File: src/hdl/msre_pkg.sv
// Shared types and constants for the mask scanline run encoder.
package msre_pkg;

    localparam int MAX_EXTENT_DEF = 254;

    localparam logic [7:0] LINE_END  = 8'hFF;
    localparam logic [7:0] HDR_ROWS  = 8'h68;   // 'h'
    localparam logic [7:0] HDR_COLS  = 8'h76;   // 'v'

    localparam logic [1:0] REG_BOX_LEFT   = 2'd0;
    localparam logic [1:0] REG_BOX_TOP    = 2'd1;
    localparam logic [1:0] REG_BOX_WIDTH  = 2'd2;
    localparam logic [1:0] REG_BOX_HEIGHT = 2'd3;

    localparam int JOB_BYTES  = 5;
    localparam int JOB_CNT_W  = $clog2(JOB_BYTES + 1);
    localparam int JOB_IDX_W  = $clog2(JOB_BYTES);
    localparam int JOBQ_DEPTH = 4;

    typedef struct packed {
        logic command;
        logic inside_req;
    } in_word_t;

    typedef struct packed {
        logic [7:0] out_byte;
        logic       last;
        logic       frame_done;
    } out_word_t;

    // One accepted word turned into the bytes it produces.
    typedef struct packed {
        logic [JOB_BYTES-1:0][7:0] bytes;
        logic [JOB_CNT_W-1:0]      count;
        logic                      done;
    } job_t;

    // Handshake between job queue and its neighbours.
    typedef struct packed {
        logic full;
        logic empty;
    } q_status_t;

endpackage

File: src/hdl/msre_front.sv
// Front end: configuration registers, scan state and run detection per word.
module msre_front #(
    parameter int MAX_EXTENT = msre_pkg::MAX_EXTENT_DEF
) (
    input  logic               aclk,
    input  logic               aresetn,
    input  logic               cfg_we,
    input  logic [1:0]         cfg_index,
    input  logic [7:0]         cfg_wdata,
    input  logic               s_valid,
    output logic               s_ready,
    input  msre_pkg::in_word_t s_data,
    input  msre_pkg::q_status_t q_stat,
    output logic               q_push,
    output msre_pkg::job_t     q_job
);
    import msre_pkg::*;

    localparam logic [7:0] EXT_MAX = 8'(MAX_EXTENT);
    localparam logic [7:0] ORG_MAX = 8'(MAX_EXTENT - 1);

    logic [7:0] left_reg, top_reg, width_reg, height_reg;
    logic       rows_reg, rows_next;
    logic [7:0] minor_reg, minor_next;
    logic [7:0] major_reg, major_next;
    logic       open_reg, open_next;
    logic [7:0] begin_reg, begin_next;
    logic       active_reg, active_next;

    logic       accept;
    logic [7:0] w, h, org_l, org_t, minor_len, major_len;
    logic [7:0] minor_inc, major_inc, rb, run_len;
    logic       open_mid, close_now, eol, run_close, done;
    job_t       job;
    logic       has_bytes;

    assign s_ready = !q_stat.full;
    assign accept  = s_valid && s_ready;

    always_comb begin
        w     = (width_reg == 8'd0) ? 8'd1 : ((width_reg > EXT_MAX) ? EXT_MAX : width_reg);
        h     = (height_reg == 8'd0) ? 8'd1 : ((height_reg > EXT_MAX) ? EXT_MAX : height_reg);
        org_l = (left_reg > ORG_MAX) ? ORG_MAX : left_reg;
        org_t = (top_reg > ORG_MAX) ? ORG_MAX : top_reg;
        minor_len = rows_reg ? w : h;
        major_len = rows_reg ? h : w;

        // a zero pixel closes an open run before the position advances
        close_now = !s_data.inside_req && open_reg;
        open_mid  = s_data.inside_req;
        rb        = (s_data.inside_req && !open_reg) ? minor_reg : begin_reg;
        minor_inc = minor_reg + 8'd1;
        major_inc = major_reg + 8'd1;
        eol       = minor_inc >= minor_len;
        run_close = close_now || (eol && open_mid);
        run_len   = close_now ? (minor_reg - rb) : (minor_inc - rb);
        done      = eol && (major_inc >= major_len);

        rows_next   = rows_reg;
        minor_next  = minor_reg;
        major_next  = major_reg;
        open_next   = open_reg;
        begin_next  = begin_reg;
        active_next = active_reg;

        job       = '0;
        has_bytes = 1'b0;

        if (!s_data.command) begin
            rows_next   = (w >= h);
            minor_next  = '0;
            major_next  = '0;
            open_next   = 1'b0;
            begin_next  = '0;
            active_next = 1'b1;
            job.bytes[0] = (w >= h) ? HDR_ROWS : HDR_COLS;
            job.bytes[1] = org_l;
            job.bytes[2] = org_t;
            job.bytes[3] = w;
            job.bytes[4] = h;
            job.count    = JOB_CNT_W'(5);
            has_bytes    = 1'b1;
        end else if (active_reg) begin
            begin_next = rb;
            open_next  = open_mid && !eol;
            minor_next = eol ? 8'd0 : minor_inc;
            if (eol) begin
                major_next = major_inc;
                if (done) begin
                    active_next = 1'b0;
                end
            end
            if (run_close) begin
                job.bytes[0] = rb;
                job.bytes[1] = run_len;
                job.bytes[2] = LINE_END;
                job.count    = eol ? JOB_CNT_W'(3) : JOB_CNT_W'(2);
            end else begin
                job.bytes[0] = LINE_END;
                job.count    = eol ? JOB_CNT_W'(1) : JOB_CNT_W'(0);
            end
            job.done  = done;
            has_bytes = run_close || eol;
        end
    end

    assign q_push = accept && has_bytes;
    assign q_job  = job;

    always_ff @(posedge aclk) begin
        if (!aresetn) begin
            left_reg   <= 8'd0;
            top_reg    <= 8'd0;
            width_reg  <= 8'd1;
            height_reg <= 8'd1;
        end else if (cfg_we) begin
            unique case (cfg_index)
                REG_BOX_LEFT:   left_reg   <= cfg_wdata;
                REG_BOX_TOP:    top_reg    <= cfg_wdata;
                REG_BOX_WIDTH:  width_reg  <= cfg_wdata;
                REG_BOX_HEIGHT: height_reg <= cfg_wdata;
                default: ;
            endcase
        end
    end

    always_ff @(posedge aclk) begin
        if (!aresetn) begin
            rows_reg   <= 1'b0;
            minor_reg  <= 8'd0;
            major_reg  <= 8'd0;
            open_reg   <= 1'b0;
            begin_reg  <= 8'd0;
            active_reg <= 1'b0;
        end else if (accept) begin
            rows_reg   <= rows_next;
            minor_reg  <= minor_next;
            major_reg  <= major_next;
            open_reg   <= open_next;
            begin_reg  <= begin_next;
            active_reg <= active_next;
        end
    end

endmodule

File: src/hdl/msre_jobq.sv
// Short job queue between front end and byte emitter.
module msre_jobq (
    input  logic                aclk,
    input  logic                aresetn,
    input  logic                push,
    input  msre_pkg::job_t      din,
    input  logic                pop,
    output msre_pkg::job_t      dout,
    output msre_pkg::q_status_t stat
);
    import msre_pkg::*;

    localparam int PTR_W = $clog2(JOBQ_DEPTH);
    localparam int CNT_W = $clog2(JOBQ_DEPTH + 1);

    job_t             mem_reg [JOBQ_DEPTH];
    logic [PTR_W-1:0] wr_ptr_reg, rd_ptr_reg;
    logic [CNT_W-1:0] count_reg;
    logic             do_push, do_pop;

    assign stat.full  = (count_reg == CNT_W'(JOBQ_DEPTH));
    assign stat.empty = (count_reg == '0);
    assign do_push    = push && !stat.full;
    assign do_pop     = pop && !stat.empty;
    assign dout       = mem_reg[rd_ptr_reg];

    always_ff @(posedge aclk) begin
        if (do_push) begin
            mem_reg[wr_ptr_reg] <= din;
        end
    end

    always_ff @(posedge aclk) begin
        if (!aresetn) begin
            wr_ptr_reg <= '0;
            rd_ptr_reg <= '0;
            count_reg  <= '0;
        end else begin
            if (do_push) begin
                wr_ptr_reg <= (wr_ptr_reg == PTR_W'(JOBQ_DEPTH - 1)) ? '0 : wr_ptr_reg + 1'b1;
            end
            if (do_pop) begin
                rd_ptr_reg <= (rd_ptr_reg == PTR_W'(JOBQ_DEPTH - 1)) ? '0 : rd_ptr_reg + 1'b1;
            end
            if (do_push && !do_pop) begin
                count_reg <= count_reg + 1'b1;
            end else if (do_pop && !do_push) begin
                count_reg <= count_reg - 1'b1;
            end
        end
    end

endmodule

File: src/hdl/msre_back.sv
// Back end: walks each queued job and emits its bytes one word per cycle while the output is not stalled.
module msre_back (
    input  logic                aclk,
    input  logic                aresetn,
    input  msre_pkg::job_t      job,
    input  msre_pkg::q_status_t q_stat,
    output logic                q_pop,
    output logic                m_valid,
    input  logic                m_ready,
    output msre_pkg::out_word_t m_data
);
    import msre_pkg::*;

    logic [JOB_IDX_W-1:0] idx_reg;
    logic                 valid_reg;
    out_word_t            data_reg;
    logic                 load, last_byte;

    // refill the output register when it is empty or being taken
    assign load      = !q_stat.empty && (!valid_reg || m_ready);
    assign last_byte = (JOB_CNT_W'(idx_reg) + JOB_CNT_W'(1)) == job.count;
    assign q_pop     = load && last_byte;
    assign m_valid   = valid_reg;
    assign m_data    = data_reg;

    always_ff @(posedge aclk) begin
        if (load) begin
            data_reg.out_byte   <= job.bytes[idx_reg];
            data_reg.last       <= last_byte;
            data_reg.frame_done <= last_byte && job.done;
        end
    end

    always_ff @(posedge aclk) begin
        if (!aresetn) begin
            valid_reg <= 1'b0;
            idx_reg   <= '0;
        end else begin
            if (load) begin
                valid_reg <= 1'b1;
                idx_reg   <= last_byte ? '0 : idx_reg + 1'b1;
            end else if (m_ready) begin
                valid_reg <= 1'b0;
            end
        end
    end

endmodule

File: src/hdl/mask_scanline_run_encoder.sv
// Top level of the mask scanline run encoder.
// A word with command 0 starts a frame and produces a five-byte header; each
// following pixel word produces nothing, a run (start, length), an end-of-line
// byte 0xFF, or a run followed by 0xFF. The front end takes one word per cycle
// as long as the four-entry job queue has room; the back end drains the queue
// at one output byte per cycle while the output is taken. Sustained throughput
// is therefore set by the output byte count: a header is five bytes, a closing
// run two, a line end one more; a pixel that produces nothing adds no bytes.
// A job passes through the queue and the output register before its first byte.
module mask_scanline_run_encoder #(
    parameter int MAX_EXTENT = msre_pkg::MAX_EXTENT_DEF
) (
    input  logic                aclk,
    input  logic                aresetn,
    input  logic                cfg_we,
    input  logic [1:0]          cfg_index,
    input  logic [7:0]          cfg_wdata,
    input  logic                s_valid,
    output logic                s_ready,
    input  msre_pkg::in_word_t  s_data,
    output logic                m_valid,
    input  logic                m_ready,
    output msre_pkg::out_word_t m_data
);
    import msre_pkg::*;

    job_t      push_job, head_job;
    logic      push, pop;
    q_status_t q_stat;

    msre_front #(
        .MAX_EXTENT(MAX_EXTENT)
    ) u_front (
        .aclk      (aclk),
        .aresetn   (aresetn),
        .cfg_we    (cfg_we),
        .cfg_index (cfg_index),
        .cfg_wdata (cfg_wdata),
        .s_valid   (s_valid),
        .s_ready   (s_ready),
        .s_data    (s_data),
        .q_stat    (q_stat),
        .q_push    (push),
        .q_job     (push_job)
    );

    msre_jobq u_jobq (
        .aclk    (aclk),
        .aresetn (aresetn),
        .push    (push),
        .din     (push_job),
        .pop     (pop),
        .dout    (head_job),
        .stat    (q_stat)
    );

    msre_back u_back (
        .aclk    (aclk),
        .aresetn (aresetn),
        .job     (head_job),
        .q_stat  (q_stat),
        .q_pop   (pop),
        .m_valid (m_valid),
        .m_ready (m_ready),
        .m_data  (m_data)
    );

endmodule

File: config.mk
export PLATFORM = sky130hd
export DESIGN_NAME = mask_scanline_run_encoder
export DESIGN_NICKNAME = d
export VERILOG_FILES = /design/src/hdl/msre_pkg.sv /design/src/hdl/msre_front.sv /design/src/hdl/msre_jobq.sv /design/src/hdl/msre_back.sv /design/src/hdl/mask_scanline_run_encoder.sv
export SDC_FILE = /design/constraint.sdc
export NUM_CORES = 1
export LEC_CHECK = 0
export BUFFER_PORTS_ARGS = -buffer_cell sky130_fd_sc_hd__buf_2
export CAP_MARGIN = 20
export CORE_MARGIN = 5
export CORE_UTILIZATION = 24
export DETAILED_ROUTE_END_ITERATION = 8
export GPL_TIMING_DRIVEN = 0
export MAX_ROUTING_LAYER = met4
export SYNTH_ARGS = -nofsm -noshare
export SYNTH_HDL_FRONTEND = slang
export SYNTH_HIERARCHICAL = 1
export SYNTH_SLANG_ARGS = --single-unit
File: constraint.sdc
create_clock -name aclk -period 12 [get_ports aclk]
set_input_delay 0.6 -clock aclk [delete_from_list [all_inputs] [get_ports aclk]]
set_output_delay 0.6 -clock aclk [all_outputs]
set_load 0.02 [all_outputs]
==> run summary <==
The critical path starts at u_front/width_reg[5]. The largest single stage delay on the critical path is 0.63 ns. For this design the ratio of total power to cell area is 163 nW/µm². The cell sitting at the root of the clock tree is a sky130_fd_sc_hd__clkbuf_16. Library cell with the largest summed area after synthesis: sky130_fd_sc_hd__edfxtp_1. The share of total power dissipated in combinational logic is 16.8%. The count of nets left with antenna violations once routing finished came out at 0. For the final RePlAce weighted congestion, the log shows 0.809.

Clock-pin slew was measured on the worst setup and hold paths at 0.06 ns. The number of global-route vias before repair was 7372; the area share of the leading cell type in the synthesized netlist was 46.5%. The internal power of the cells was 1.67 mW; the proportion of synthesized flip-flops having asynchronous set or reset was 0%. The post-route netlist has 15.8% of its cells at a drive strength greater than 1.

The run gives 13100 µm² as the total placed instance area. The HPWL after detailed placement is 19900 µm. The number of enable-type register cells in the synthesized netlist was 186. The worst register-to-register path ends at u_jobq/count_reg[2]. The time the final worst path needs with I/O delays and setup works out to 4.99 ns. The total nets after synthesis came out at 969. The number of storage elements in the synthesis netlist came out at 258. Most used flip-flop cell after synthesis: sky130_fd_sc_hd__edfxtp_1. The hold violation count in the final report was 0. Sorting the synthesized cells by area gives the leading types as sky130_fd_sc_hd__edfxtp_1, sky130_fd_sc_hd__dfxtp_1, sky130_fd_sc_hd__mux4_2. Setup repair after global routing left no endpoint under its margin. The slew at the pin closest to its max-slew limit is 0.991 ns, and the portion of total power attributed to the clock network is 35.8%.

STA puts the critical path data arrival time at 5.43 ns. The number of buffers on the longest clock path is 3. The number of sinks driven by the clock tree was 258.

Across the run, the number of max-cap violations was 0. The initial DRC count was 527; the maximum clock frequency was 200 MHz. Dividing the synthesized area by the synthesized cell count gives 13.2 µm².

The fraction of the cycle the final worst path needs was 41.6%; the source-to-sink clock delay at the later pin of the worst-skew pair was 0.53 ns. On the final layout, the worst clock skew is 0.0145 ns. The antenna diode instance count came out at 0.

VDD sags by at most 0.0910 mV. The flow ran to the end, and the final reports show no timing, DRC or antenna violations. Counting every instance in the synthesized netlist gives 910.

The register with the most flip-flops in the layout has 176 of them. The width of the chip works out to 234 µm. The logs give 1 for the maximum level of the CTS H-tree and 49900 µm² for the area of the core region. The total CTS buffers is 26, and the total net switching power is 596 µW. The sequential area share after synthesis was 58.5%; the required time of the worst setup path was 12.44 ns. The routed design has 28000 µm of wire. The number of setup buffers added after CTS is 0. From synthesis to final layout, the design area changed by 16.0%.

For this run the aggregate overflow at the end of global routing stands at 0. Post-CTS repair changed the size of 0 cells. The critical path ends at u_jobq/count_reg[2]. At the end of the flow, the number of nets in the layout was 1029. The run gives 33.8% as the relative max-transition margin. The initial antenna violation count is 0.

The sort of element at the end of the critical path was a flip-flop. Across all layers, the routed design uses 7397 vias. The post-detailed-route DRC marker count is 0. The initial core utilization was 24.1%; the vertical die dimension was 234 µm. The die covers 54600 µm². The number of buffer cells added on primary ports is 28, and the buffering stage count on the worst path with inverters included is 2. The first global-routing pass estimated 43200 µm of wire.

The worst setup path is launched from a flip-flop. Critical-path cell with the highest stage delay: sky130_fd_sc_hd__o21ai_0. The worst min-delay path category was in -> reg. Setup violations remaining at the end of the flow were counted as 0. After clock tree synthesis, the flow added hold-fix buffers numbering 0.

The run gives 10.3% as the total track usage. Setup total negative slack on the finished layout was measured at 0 ns. The number of cells on the worst reg-to-reg path is 18. In this run the critical register-to-register path is launched from u_front/width_reg[5]. The critical path goes through or4_1, nor3_1, o21ai_0, a21oi_1, ha_1, nand2b_1, a21oi_1, o21ai_2, a21boi_1, a31oi_1, nor2b_1, buf_2, ha_1, inv_1, fa_1, xor2_1, or3_1, a21boi_0. For this run, the detailed router's first-pass iteration total came to 5. In this run the core area contains 82 standard-cell rows.

TritonCTS built the clock tree. Pin placement for this block handled 29 I/O pins. Class of the most critical setup path: reg -> reg.

The switching fraction of total power is 26.3%, and the worst-case register-to-register setup slack is 7.01 ns. The post-synth design cell area is 12000 µm². The number of gates on the worst path with buffers counted is 18. The number of library cell types mapped by synthesis is 66, and the largest driver fanout on the critical path is 10. The logs give 31 for the pin count of the biggest net entering global routing and 47.4% for the part of the power in registers.

The cell leakage power was 4.79 nW; the ratio of routed vias to standard cells was 4.46. The detailed-route wire length per cell was 16.8 µm. During synthesis, Yosys emitted a total of 6 warnings. The finished cells cover 13900 µm².

Among cell families on the critical path, the largest total delay comes from compound AO/OA/AOI/OAI gates. The total count of max-transition violations in the final report is 0.
cells in the mapped netlist (5+ instances only):
master and n:
sky130_fd_sc_hd__o21ai_0 37, sky130_fd_sc_hd__a21oi_1 34, sky130_fd_sc_hd__buf_6 6, sky130_fd_sc_hd__nand2b_1 8, sky130_fd_sc_hd__clkbuf_1 25, sky130_fd_sc_hd__buf_2 9
sky130_fd_sc_hd__a21o_1 7, sky130_fd_sc_hd__nand3_1 15, sky130_fd_sc_hd__ha_1 40, sky130_fd_sc_hd__nor2b_1 36, sky130_fd_sc_hd__nand2_1 83, sky130_fd_sc_hd__xor2_1 15
sky130_fd_sc_hd__a21boi_0 22, sky130_fd_sc_hd__xnor2_1 11, sky130_fd_sc_hd__mux4_2 40, sky130_fd_sc_hd__nor3_1 15, sky130_fd_sc_hd__inv_1 33, sky130_fd_sc_hd__nor3b_1 5
sky130_fd_sc_hd__and3_1 6, sky130_fd_sc_hd__buf_4 5, sky130_fd_sc_hd__dfxtp_1 72, sky130_fd_sc_hd__nor2_1 44, sky130_fd_sc_hd__and2_1 9, sky130_fd_sc_hd__a31oi_1 5
sky130_fd_sc_hd__mux2i_1 50, sky130_fd_sc_hd__o22ai_1 13, sky130_fd_sc_hd__edfxtp_1 186
final cells by class:
| cell class | count | area, µm² |
|---|---|---|
| multi-input cells | 565 | 4520 |
| clock buffers | 32 | 704 |
| plain buffers | 53 | 345 |
| well taps | 672 | 841 |
| flip-flops and latches | 258 | 7030 |
| clock inverters | 14 | 149 |
| fillers | 5137 | 35900 |
| inverters | 34 | 128 |
| repair buffers | 32 | 220 |
layout by cell type (no fill, tap or decap), types with 5 or more instances in the layout:
cell type                   synthesis  final
sky130_fd_sc_hd__ha_1              40     40
sky130_fd_sc_hd__nand3_1           15     15
sky130_fd_sc_hd__and3_1             6      6
sky130_fd_sc_hd__o21ai_0           37     37
sky130_fd_sc_hd__a21o_1             7      7
sky130_fd_sc_hd__buf_12             4      8
sky130_fd_sc_hd__buf_2              9     37
sky130_fd_sc_hd__buf_4              5      5
sky130_fd_sc_hd__clkbuf_16          0     27
sky130_fd_sc_hd__nor2b_1           36     36
sky130_fd_sc_hd__mux4_2            40     40
sky130_fd_sc_hd__buf_6              6      6
sky130_fd_sc_hd__inv_1             33     33
sky130_fd_sc_hd__nand2_1           83     83
sky130_fd_sc_hd__and2_1             9      5
sky130_fd_sc_hd__mux2i_1           50     50
sky130_fd_sc_hd__o22ai_1           13     13
sky130_fd_sc_hd__a21boi_0          22     22
sky130_fd_sc_hd__nand2b_1           8      8
sky130_fd_sc_hd__xor2_1            15     15
sky130_fd_sc_hd__clkinv_1           1      5
sky130_fd_sc_hd__xnor2_1           11     11
sky130_fd_sc_hd__a21oi_1           34     34
sky130_fd_sc_hd__a31oi_1            5      5
sky130_fd_sc_hd__nor2_1            44     44
sky130_fd_sc_hd__edfxtp_1         186    186
sky130_fd_sc_hd__clkbuf_1          25     29
sky130_fd_sc_hd__dfxtp_1           72     72
sky130_fd_sc_hd__nor3_1            15     15
sky130_fd_sc_hd__nor3b_1            5      5
stage by stage:
step | hold slack (ns) | worst slack, ns | utilization, % | instances | power (mW)
after floorplan | 0.424 | 7.96 | - | 910 | 1.35
after global routing | 0.367 | 6.76 | 27.9 | 1660 | 2.37
after detailed placement | 0.443 | 7.03 | 26.2 | 1614 | 1.48
after CTS | 0.348 | 7.04 | 27.9 | 1660 | 2.30
after global placement | 0.435 | 6.06 | 26.1 | 1610 | 1.47
final | 0.384 | 7.01 | 27.9 | 1660 | 2.27
logic make-up after synthesis:
| kind of cell | share of synthesized area [%] |
|---|---|
| flops | 58.5 |
| fa+ha+maj | 4.50 |
| compound gates | 8.36 |
| mux | 12.6 |
| buf+inv | 3.94 |
| simple gates | 10.2 |
| xor+xnor | 1.90 |
layer usage:
| metal | vias to the layer above | GRT usage, % | wire (µm) |
|---|---|---|---|
| met1 | 3659 | 14.7 | 13400 |
| met3 | 37 | 1.77 | 1420 |
| met4 | 0 | 2.22 | 580 |
| met5 | - | - | 0 |
| met2 | 180 | 15.7 | 12600 |
| li1 | 3521 | - | - |
how the worst min path moves through the flow:
| stage | startpoint | to | slack, ns | cells after the start |
|---|---|---|---|---|
| floorplan | u_front/begin_reg[0] | u_front/begin_reg[0] | 0.42 | 2 |
| global placement | u_front/begin_reg[2] | u_front/begin_reg[2] | 0.44 | 2 |
| detailed placement | u_front/begin_reg[0] | u_front/begin_reg[0] | 0.44 | 2 |
| CTS | cfg_wdata[0] | u_front/width_reg[0] | 0.35 | 3 |
| global route | cfg_wdata[5] | u_front/width_reg[5] | 0.37 | 3 |
| finish | cfg_wdata[5] | u_front/width_reg[5] | 0.38 | 3 |
power groups by stage:
stage / Combinational, mW / Sequential, mW / Clock, mW
after floorplan: 0.240 / 1.11 / 0
after global placement: 0.374 / 1.10 / 0
after detailed placement: 0.387 / 1.10 / 0
after CTS: 0.387 / 1.08 / 0.832
after global routing: 0.416 / 1.08 / 0.868
final: 0.381 / 1.08 / 0.813
tightest hold or removal path, cell delays in order:
cell and delay [ns]:
sky130_fd_sc_hd__buf_2 0.14, sky130_fd_sc_hd__nand2_1 0.06, sky130_fd_sc_hd__a21boi_0 0.06
(Power assumes the default switching activity.)
